### src/sv/atpr_pkg.sv
`timescale 1ns / 1ps
// Shared types for the tile push resolver: the request record, the push word
// and the per-tile overlap result. No dependencies.
package atpr_pkg;

    localparam int CoordW = 20;
    localparam int DimW   = 16;
    localparam int PushW  = 17;

    typedef logic signed [CoordW-1:0] coord_t;
    typedef logic        [DimW-1:0]   dim_t;
    typedef logic signed [PushW-1:0]  push_t;

    typedef struct packed {
        coord_t entity_left;
        coord_t entity_top;
        dim_t   entity_width;
        dim_t   entity_height;
        coord_t tile_left;
        coord_t tile_top;
        dim_t   tile_width;
        dim_t   tile_height;
        logic   last_tile;
    } atpr_req_t;

    typedef struct packed {
        logic  hit;
        logic  axis_x;
        push_t push;
    } atpr_hit_t;

endpackage

### src/sv/atpr_req_if.sv
`timescale 1ns / 1ps
// Request channel: one entity box, one tile box and the last-tile flag.
// Depends on atpr_pkg.
interface atpr_req_if;
    import atpr_pkg::*;

    logic   valid;
    logic   ready;
    coord_t entity_left;
    coord_t entity_top;
    dim_t   entity_width;
    dim_t   entity_height;
    coord_t tile_left;
    coord_t tile_top;
    dim_t   tile_width;
    dim_t   tile_height;
    logic   last_tile;

    modport source (
        output valid, entity_left, entity_top, entity_width, entity_height,
               tile_left, tile_top, tile_width, tile_height, last_tile,
        input  ready
    );

    modport sink (
        input  valid, entity_left, entity_top, entity_width, entity_height,
               tile_left, tile_top, tile_width, tile_height, last_tile,
        output ready
    );
endinterface

### src/sv/atpr_rsp_if.sv
`timescale 1ns / 1ps
// Result channel: the resolved x and y pushes of one query.
// Depends on atpr_pkg.
interface atpr_rsp_if;
    import atpr_pkg::*;

    logic  valid;
    logic  ready;
    push_t push_x;
    push_t push_y;

    modport source (
        output valid, push_x, push_y,
        input  ready
    );

    modport sink (
        input  valid, push_x, push_y,
        output ready
    );
endinterface

### src/sv/atpr_in_stage.sv
`timescale 1ns / 1ps
// Input register: captures one request and holds it until the next stage
// takes it. Depends on atpr_pkg and atpr_req_if.
module atpr_in_stage (
    input  logic               clk,
    input  logic               rst_n,
    atpr_req_if.sink           req,
    input  logic               advance,
    output logic               valid_reg,
    output atpr_pkg::atpr_req_t data_reg
);
    import atpr_pkg::*;

    logic      valid_next;
    logic      load;
    atpr_req_t data_next;

    assign req.ready = !valid_reg || advance;
    assign load      = req.valid && req.ready;

    always_comb
    begin
        data_next.entity_left   = req.entity_left;
        data_next.entity_top    = req.entity_top;
        data_next.entity_width  = req.entity_width;
        data_next.entity_height = req.entity_height;
        data_next.tile_left     = req.tile_left;
        data_next.tile_top      = req.tile_top;
        data_next.tile_width    = req.tile_width;
        data_next.tile_height   = req.tile_height;
        data_next.last_tile     = req.last_tile;
        valid_next              = load || (valid_reg && !advance);
    end

    always_ff @(posedge clk or negedge rst_n)
    begin
        if (!rst_n)
        begin
            valid_reg <= 1'b0;
        end
        else
        begin
            valid_reg <= valid_next;
        end
    end

    always_ff @(posedge clk)
    begin
        if (load)
        begin
            data_reg <= data_next;
        end
    end
endmodule

### src/sv/atpr_overlap.sv
`timescale 1ns / 1ps
// Overlap test for one entity/tile pair: strict overlap, doubled centre
// offsets and the signed push on the chosen axis. Depends on atpr_pkg.
module atpr_overlap (
    input  atpr_pkg::atpr_req_t data,
    output atpr_pkg::atpr_hit_t result
);
    import atpr_pkg::*;

    logic signed [CoordW:0]   e_x0, e_x1, t_x0, t_x1;
    logic signed [CoordW:0]   e_y0, e_y1, t_y0, t_y1;
    logic signed [CoordW:0]   ox0, ox1, oy0, oy1;
    logic signed [CoordW:0]   ow, oh;
    logic signed [CoordW+2:0] e_cx, t_cx, e_cy, t_cy, dx, dy;
    logic        [CoordW+2:0] adx, ady;
    logic                     dx_pos, dy_pos;

    always_comb
    begin
        e_x0 = (CoordW+1)'(data.entity_left);
        e_x1 = e_x0 + $signed({5'b0, data.entity_width});
        t_x0 = (CoordW+1)'(data.tile_left);
        t_x1 = t_x0 + $signed({5'b0, data.tile_width});
        e_y0 = (CoordW+1)'(data.entity_top);
        e_y1 = e_y0 + $signed({5'b0, data.entity_height});
        t_y0 = (CoordW+1)'(data.tile_top);
        t_y1 = t_y0 + $signed({5'b0, data.tile_height});

        ox0 = (e_x0 > t_x0) ? e_x0 : t_x0;
        ox1 = (e_x1 < t_x1) ? e_x1 : t_x1;
        oy0 = (e_y0 > t_y0) ? e_y0 : t_y0;
        oy1 = (e_y1 < t_y1) ? e_y1 : t_y1;
        ow  = ox1 - ox0;
        oh  = oy1 - oy0;

        e_cx = $signed({{2{data.entity_left[CoordW-1]}}, data.entity_left, 1'b0})
             + $signed({7'b0, data.entity_width});
        t_cx = $signed({{2{data.tile_left[CoordW-1]}}, data.tile_left, 1'b0})
             + $signed({7'b0, data.tile_width});
        e_cy = $signed({{2{data.entity_top[CoordW-1]}}, data.entity_top, 1'b0})
             + $signed({7'b0, data.entity_height});
        t_cy = $signed({{2{data.tile_top[CoordW-1]}}, data.tile_top, 1'b0})
             + $signed({7'b0, data.tile_height});
        dx = e_cx - t_cx;
        dy = e_cy - t_cy;

        adx    = dx[CoordW+2] ? (CoordW+3)'(-dx) : (CoordW+3)'(dx);
        ady    = dy[CoordW+2] ? (CoordW+3)'(-dy) : (CoordW+3)'(dy);
        dx_pos = !dx[CoordW+2] && (dx != '0);
        dy_pos = !dy[CoordW+2] && (dy != '0);

        result.hit    = (ox0 < ox1) && (oy0 < oy1);
        result.axis_x = adx > ady;
        if (result.axis_x)
        begin
            result.push = dx_pos ? push_t'(ow[PushW-1:0]) : push_t'(-ow[PushW-1:0]);
        end
        else
        begin
            result.push = dy_pos ? push_t'(oh[PushW-1:0]) : push_t'(-oh[PushW-1:0]);
        end
    end
endmodule

### src/sv/atpr_accum.sv
`timescale 1ns / 1ps
// Held push state and result register: applies each tile's push, and on the
// last tile hands the pushes out and clears them. Depends on atpr_pkg, atpr_rsp_if.
module atpr_accum (
    input  logic                clk,
    input  logic                rst_n,
    input  logic                take,
    input  logic                last,
    input  atpr_pkg::atpr_hit_t hit,
    output logic                free,
    atpr_rsp_if.source          rsp
);
    import atpr_pkg::*;

    push_t held_x_reg, held_x_next;
    push_t held_y_reg, held_y_next;
    push_t upd_x, upd_y;
    push_t out_x_reg, out_y_reg;
    logic  out_valid_reg, out_valid_next;
    logic  emit;

    assign free       = !out_valid_reg || rsp.ready;
    assign emit       = take && last;
    assign rsp.valid  = out_valid_reg;
    assign rsp.push_x = out_x_reg;
    assign rsp.push_y = out_y_reg;

    always_comb
    begin
        upd_x = (hit.hit && hit.axis_x)  ? hit.push : held_x_reg;
        upd_y = (hit.hit && !hit.axis_x) ? hit.push : held_y_reg;
        held_x_next = held_x_reg;
        held_y_next = held_y_reg;
        if (take)
        begin
            held_x_next = last ? '0 : upd_x;
            held_y_next = last ? '0 : upd_y;
        end
        out_valid_next = emit || (out_valid_reg && !rsp.ready);
    end

    always_ff @(posedge clk or negedge rst_n)
    begin
        if (!rst_n)
        begin
            held_x_reg    <= '0;
            held_y_reg    <= '0;
            out_valid_reg <= 1'b0;
        end
        else
        begin
            held_x_reg    <= held_x_next;
            held_y_reg    <= held_y_next;
            out_valid_reg <= out_valid_next;
        end
    end

    always_ff @(posedge clk)
    begin
        if (emit)
        begin
            out_x_reg <= upd_x;
            out_y_reg <= upd_y;
        end
    end

    a_emit_needs_room: assert property (@(posedge clk) disable iff (!rst_n)
        emit |-> free)
        else $error("result issued while result register still full");

    a_clear_after_last: assert property (@(posedge clk) disable iff (!rst_n)
        emit |=> (held_x_reg == '0) && (held_y_reg == '0) && out_valid_reg)
        else $error("held pushes not cleared after last tile");

    a_miss_keeps_state: assert property (@(posedge clk) disable iff (!rst_n)
        take && !last && !hit.hit |=> $stable(held_x_reg) && $stable(held_y_reg))
        else $error("held push changed on a tile with no overlap");

    a_hit_nonzero: assert property (@(posedge clk) disable iff (!rst_n)
        take && hit.hit |-> hit.push != '0)
        else $error("overlapping tile produced a zero push");
endmodule

### src/sv/aabb_tile_push_resolver_top.sv
`timescale 1ns / 1ps
// Top level of the tile push resolver: input register, overlap logic and
// push accumulator. Depends on atpr_pkg, atpr_req_if, atpr_rsp_if and submodules.
//
// Takes one request per cycle while no last-tile request waits; each carries the
// entity box and one tile box. A request is registered, tested for overlap in a
// single pass of compares and adds, and its push folded into the held x/y pushes
// as it leaves the input register. On a request marked last tile a result with
// both pushes is loaded into the result register once that register is free, and
// the held pushes return to zero. Throughput is one request per cycle, set by the
// single overlap stage between input and result registers; only a last-tile
// request waits, while an earlier result is still untaken.
module aabb_tile_push_resolver_top (
    input  logic       clk,
    input  logic       rst_n,
    atpr_req_if.sink   req,
    atpr_rsp_if.source rsp
);
    import atpr_pkg::*;

    logic      s1_valid;
    atpr_req_t s1_data;
    atpr_hit_t s1_hit;
    logic      advance;
    logic      free;

    assign advance = s1_valid && (!s1_data.last_tile || free);

    atpr_in_stage u_in_stage (
        .clk       (clk),
        .rst_n     (rst_n),
        .req       (req),
        .advance   (advance),
        .valid_reg (s1_valid),
        .data_reg  (s1_data)
    );

    atpr_overlap u_overlap (
        .data   (s1_data),
        .result (s1_hit)
    );

    atpr_accum u_accum (
        .clk   (clk),
        .rst_n (rst_n),
        .take  (advance),
        .last  (s1_data.last_tile),
        .hit   (s1_hit),
        .free  (free),
        .rsp   (rsp)
    );
endmodule
### src/flat_wrapper.sv
// flat-port wrapper written by rule: the top's interface ports become plain ports
module aabb_tile_push_resolver_top_flat import atpr_pkg::*;
  (clk, rst_n, req_valid, req_entity_left, req_entity_top, req_entity_width, req_entity_height, req_tile_left, req_tile_top, req_tile_width, req_tile_height, req_last_tile, req_ready, rsp_valid, rsp_push_x, rsp_push_y, rsp_ready);
  atpr_req_if req_i ();
  atpr_rsp_if rsp_i ();
  input  logic clk;
  input  logic rst_n;
  input wire logic [$bits(req_i.valid)-1:0] req_valid;
  input wire logic [$bits(req_i.entity_left)-1:0] req_entity_left;
  input wire logic [$bits(req_i.entity_top)-1:0] req_entity_top;
  input wire logic [$bits(req_i.entity_width)-1:0] req_entity_width;
  input wire logic [$bits(req_i.entity_height)-1:0] req_entity_height;
  input wire logic [$bits(req_i.tile_left)-1:0] req_tile_left;
  input wire logic [$bits(req_i.tile_top)-1:0] req_tile_top;
  input wire logic [$bits(req_i.tile_width)-1:0] req_tile_width;
  input wire logic [$bits(req_i.tile_height)-1:0] req_tile_height;
  input wire logic [$bits(req_i.last_tile)-1:0] req_last_tile;
  output wire logic [$bits(req_i.ready)-1:0] req_ready;
  output wire logic [$bits(rsp_i.valid)-1:0] rsp_valid;
  output wire logic [$bits(rsp_i.push_x)-1:0] rsp_push_x;
  output wire logic [$bits(rsp_i.push_y)-1:0] rsp_push_y;
  input wire logic [$bits(rsp_i.ready)-1:0] rsp_ready;
  assign req_i.valid = req_valid;
  assign req_i.entity_left = req_entity_left;
  assign req_i.entity_top = req_entity_top;
  assign req_i.entity_width = req_entity_width;
  assign req_i.entity_height = req_entity_height;
  assign req_i.tile_left = req_tile_left;
  assign req_i.tile_top = req_tile_top;
  assign req_i.tile_width = req_tile_width;
  assign req_i.tile_height = req_tile_height;
  assign req_i.last_tile = req_last_tile;
  assign req_ready = req_i.ready;
  assign rsp_valid = rsp_i.valid;
  assign rsp_push_x = rsp_i.push_x;
  assign rsp_push_y = rsp_i.push_y;
  assign rsp_i.ready = rsp_ready;
  aabb_tile_push_resolver_top u_core (.clk(clk), .rst_n(rst_n), .req(req_i), .rsp(rsp_i));
endmodule
### config.mk
export PLATFORM = sky130hd
export DESIGN_NAME = aabb_tile_push_resolver_top_flat
export DESIGN_NICKNAME = d
export VERILOG_FILES = /design/src/sv/atpr_pkg.sv /design/src/sv/atpr_req_if.sv /design/src/sv/atpr_rsp_if.sv /design/src/sv/atpr_in_stage.sv /design/src/sv/atpr_overlap.sv /design/src/sv/atpr_accum.sv /design/src/sv/aabb_tile_push_resolver_top.sv /design/src/flat_wrapper.sv
export SDC_FILE = /design/constraint.sdc
export NUM_CORES = 1
export LEC_CHECK = 0
export ABC_CLOCK_PERIOD_IN_PS = 12260
export BUFFER_PORTS_ARGS = -buffer_cell sky130_fd_sc_hd__buf_2
export CAP_MARGIN = 20
export CORE_MARGIN = 3
export CORE_UTILIZATION = 45
export CTS_BUF_LIST = sky130_fd_sc_hd__clkbuf_2
export CTS_CLUSTER_DIAMETER = 40
export DETAILED_ROUTE_END_ITERATION = 12
export GPL_TIMING_DRIVEN = 0
export PLACE_DENSITY = 0.69
export SLEW_MARGIN = 20
export SYNTH_ARGS = -nofsm -noshare
export SYNTH_HDL_FRONTEND = slang
export SYNTH_SLANG_ARGS = --single-unit
### constraint.sdc
create_clock -name clk -period 12.26 [get_ports clk]
set_input_delay 1.226 -clock clk [delete_from_list [all_inputs] [get_ports clk]]
set_output_delay 1.226 -clock clk [all_outputs]
set_load 0.05 [all_outputs]
==> metrics.md <==
| Metric | Value |
|---|---|
| Clock Latency Late Sink | 1.02 ns |
| Slowest stage delay, CP | 0.77 ns |
| I/O pins | 185 |
| R2R setup slack | 2.04 ns |
| Finished Cell Area | 25,570 µm² |
| Chip height | 232.1 µm |
| Clock Skew | 0.09952 ns |
| DRC Markers | 0 |
| Cell taking the most area after synthesis | edfxtp_1 |
| Initial antenna violation count | 2 |
| Adder-cell share of the synthesized area | 22.90% |
| Worst path slowest cell | o22ai_1 |
| Setup TNS | 0 ns |
| Max reg flops | 145 |
| Total GRT Usage | 22.67% |
| Final Util | 50.76% |
| Core footprint | 50,380 µm² |
| CTS tree | built |
| Largest net degree at the start of global routing | 64 |
| CP Class | register to register |
| Die ar. | 53,860 µm² |
| GP Congestion | 0.9403 |
| RSZ-0062 raised after global routing | false |
| Required @ worst endpoint | 13.02 ns |
| PD cells | 195.4 nW/µm² |
| Cell Area, Synth | 23,000 µm² |
| Layout cells sized above 1 | 15.00% |
| Power, Total | 4.996 mW |
| Most frequent cells after synthesis | ha_1, inv_1, edfxtp_1 |
| DIE WIDTH | 232.1 µm |
| Worst r2r src | u_core.u_in_stage.data_reg[53] |
| Crit path capture type | register |
| Avg Inst Size Synth | 9.552 µm² |
| Run status | finished, final reports clean |
| Startpoint Class | register |
| Fmax | 0.09781 GHz |
| Rel. slew slack | 31.58% |
| Total global routing overflow | 0 |
| Post-CTS Setup Repair Bufs | 0 |
| Deepest level of the CTS H-tree | 2 |
| Final WS setup | 2.036 ns |
| Area share of the largest cell type after synthesis | 23.37% |
| Clock period minus worst slack | 10.22 ns |
| Place WS | 2.313 ns |
| Crit path max fanout | 10 |
| Post-synth cell types | 89 |
| P_int | 2.601 mW |
| Multiplexer area fraction after synthesis | 6.065% |
| DP Cell Count | 3,267 |
| Worst VDD drop | 0.1220 mV |
| Post-synth top flop | edfxtp_1 |
| Nets | 3,184 |
| Max-cap violation count | 0 |
| Non-Filler Instances | 3,373 |
| Most frequent cell after synthesis | ha_1 |
| Sequential power share | 20.0% |
| Largest family of logic cells by synthesized area | adder cells |
| Area delta synth->final | 11.18% |
| Worst R2R Path Depth | 33 |
| Switch share | 47.93% |
| Via/cell ratio | 5.684 |
| Hold Slack | 0.3103 ns |
| Lkg Pwr | 11.49 nW |
| Final ANT Viol Nets | 0 |
| CP arrival | 10.98 ns |
| Worst setup path endpoint | u_core.u_accum.rsp.push_y[15] |
| Power share of the combinational group | 66.8% |
| Final WL | 61.93 mm |
| Syn Nets | 2,938 |
| Synth area leaders | edfxtp_1, ha_1, fa_1 |
| Clock power frac | 13.2% |
| Vias in the first global route | 18.67k |
| Cts repair resizes | 0 |
| Avg WL per Cell | 18.36 µm |
| Final Cycle Share | 83.39% |
| Slew Viols, Final | 0 |
| First-pass GRT wire length | 98.13 mm |
| Worst Setup SP | u_core.u_in_stage.data_reg[53] |
| Detailed Route Iter0 Violations | 1,536 |
| P_sw | 2.394 mW |
| Worst Max-Slew Pin Slew | 1.026 ns |
| DP HPWL | 51.40 mm |
| EDFF count, synth | 179 |
| Starting Density | 45.66% |
| Register bit count reported by yosys | 215 |
| Cells after synthesis | 2,408 |
| Maximum clock insertion buffer count | 3 |
| Worst hold-check path type | input port to asynchronous set/reset pin |
| Final Setup Violations | 0 |
| Core Rows | 82 |
| XOR/XNOR Fraction of Synth Area | 7.572% |
| IO Port Bufs | 184 |
| Clk sink count | 215 |
| Clk slew on worst S/H paths | 0.12 ns |
| Compound-gate portion of the synthesized area | 18.63% |
| Final hold vios | 0 |
| Seq/Total Area, Yosys | 27.29% |
| CTS Buf Count | 57 |
| Crit Reg-Reg Endpoint | u_core.u_accum.rsp.push_y[15] |
| Drt first pass iters | 6 |
| Fraction of registers with async set/reset | 16.74% |
| Simple-gate area share of the yosys netlist | 13.23% |
| Clock Tree Root | clkbuf_2 |
| Hold buffers post-CTS | 0 |
| Placed Area | 24,860 µm² |
| DR vias | 19.17k |
| Synth warn | 0 |
[power by group through the flow]
stage               clock, mW  combinational, mW  sequential (mW)
floorplan                   0               2.40             1.09
global placement            0               3.19             1.02
detailed placement          0               3.27             1.02
CTS                     0.687               3.30             1.00
global route            0.727               3.68             1.01
finish                  0.659               3.33             1.00
[critical path, delay by kind of cell (launching register included)]
family,cells,cell delay [ns]
AOI/OAI and AO/OA,14,4.36
and+or+nand+nor,8,1.91
buffers and inverters,5,1.50
adders and majority gates,4,1.08
DFF,1,0.46
muxes,1,0.43
xor gates and xnor gates,1,0.24
[area by class of cell]
cell class	count	area, µm²
fillers	4628	24800
multi-input cells	1936	15740
flip-flops and latches	215	6276
repair buffers	187	1003
well taps	672	840.8
inverters	205	769.5
clock inverters	36	369.1
clock buffers	69	345.3
plain buffers	52	222.7
diodes	1	2.502
[metal layers]
metal  wire length (µm)  up-vias  global-route usage, %  part of all wire [%]
li1                   -     9383                      -                     -
met1              29070     9166                  32.27                    47
met2              27780      530                  35.87                    45
met3               3835       94                  3.815                   6.2
met4               1242        0                  5.693                   2.0
met5                  0        -                      0                     0
[worst min-delay path by stage]
stage,cells after the start,startpoint,slack (ns),to
floorplan,2,u_core.u_accum.held_y_reg[1],0.45,u_core.u_accum.held_y_reg[1]
global placement,2,u_core.u_accum.held_x_reg[1],0.46,u_core.u_accum.held_x_reg[1]
detailed placement,2,u_core.u_accum.held_y_reg[6],0.47,u_core.u_accum.held_y_reg[6]
CTS,1,rst_n,0.19,u_core.u_accum.rsp.valid
global route,1,req_tile_top[6],0.23,u_core.u_in_stage.data_reg[39]
finish,1,rst_n,0.31,u_core.u_accum.held_y_reg[11]
[logic make-up after synthesis]
group | after synthesis
AOI/OAI and AO/OA | 627
and+or+nand+nor | 596
adders and majority gates | 383
buffers and inverters | 257
DFF | 215
xor gates and xnor gates | 198
muxes | 132
[cells in the final DEF (no fill, tap or decap), types with 14 or more instances in the layout]
cell type | netlist | routed
edfxtp_1 | 179 | 179
o21a_1 | 29 | 29
ha_1 | 317 | 317
a22o_1 | 18 | 18
nand2b_1 | 34 | 34
buf_2 | 4 | 188
a31oi_1 | 28 | 28
a21oi_1 | 149 | 149
or3_1 | 18 | 18
nand2_1 | 125 | 125
clkinv_1 | 1 | 16
a21o_1 | 77 | 77
clkbuf_1 | 43 | 43
clkbuf_2 | 0 | 69
o211ai_1 | 26 | 26
nand3_1 | 57 | 57
o21ai_0 | 111 | 111
a211oi_1 | 25 | 25
xnor2_1 | 140 | 140
nor3_1 | 45 | 45
mux2i_1 | 73 | 73
o21bai_1 | 14 | 14
nand4_1 | 27 | 27
nor2b_1 | 42 | 42
fa_1 | 64 | 64
a31o_2 | 21 | 21
xor2_1 | 57 | 57
and3_1 | 28 | 28
dfrtp_1 | 36 | 36
mux2_2 | 59 | 59
inv_1 | 204 | 204
nor2_1 | 137 | 136
o31ai_1 | 28 | 28
and2_1 | 28 | 27
Power figures use the tool's default switching activity.
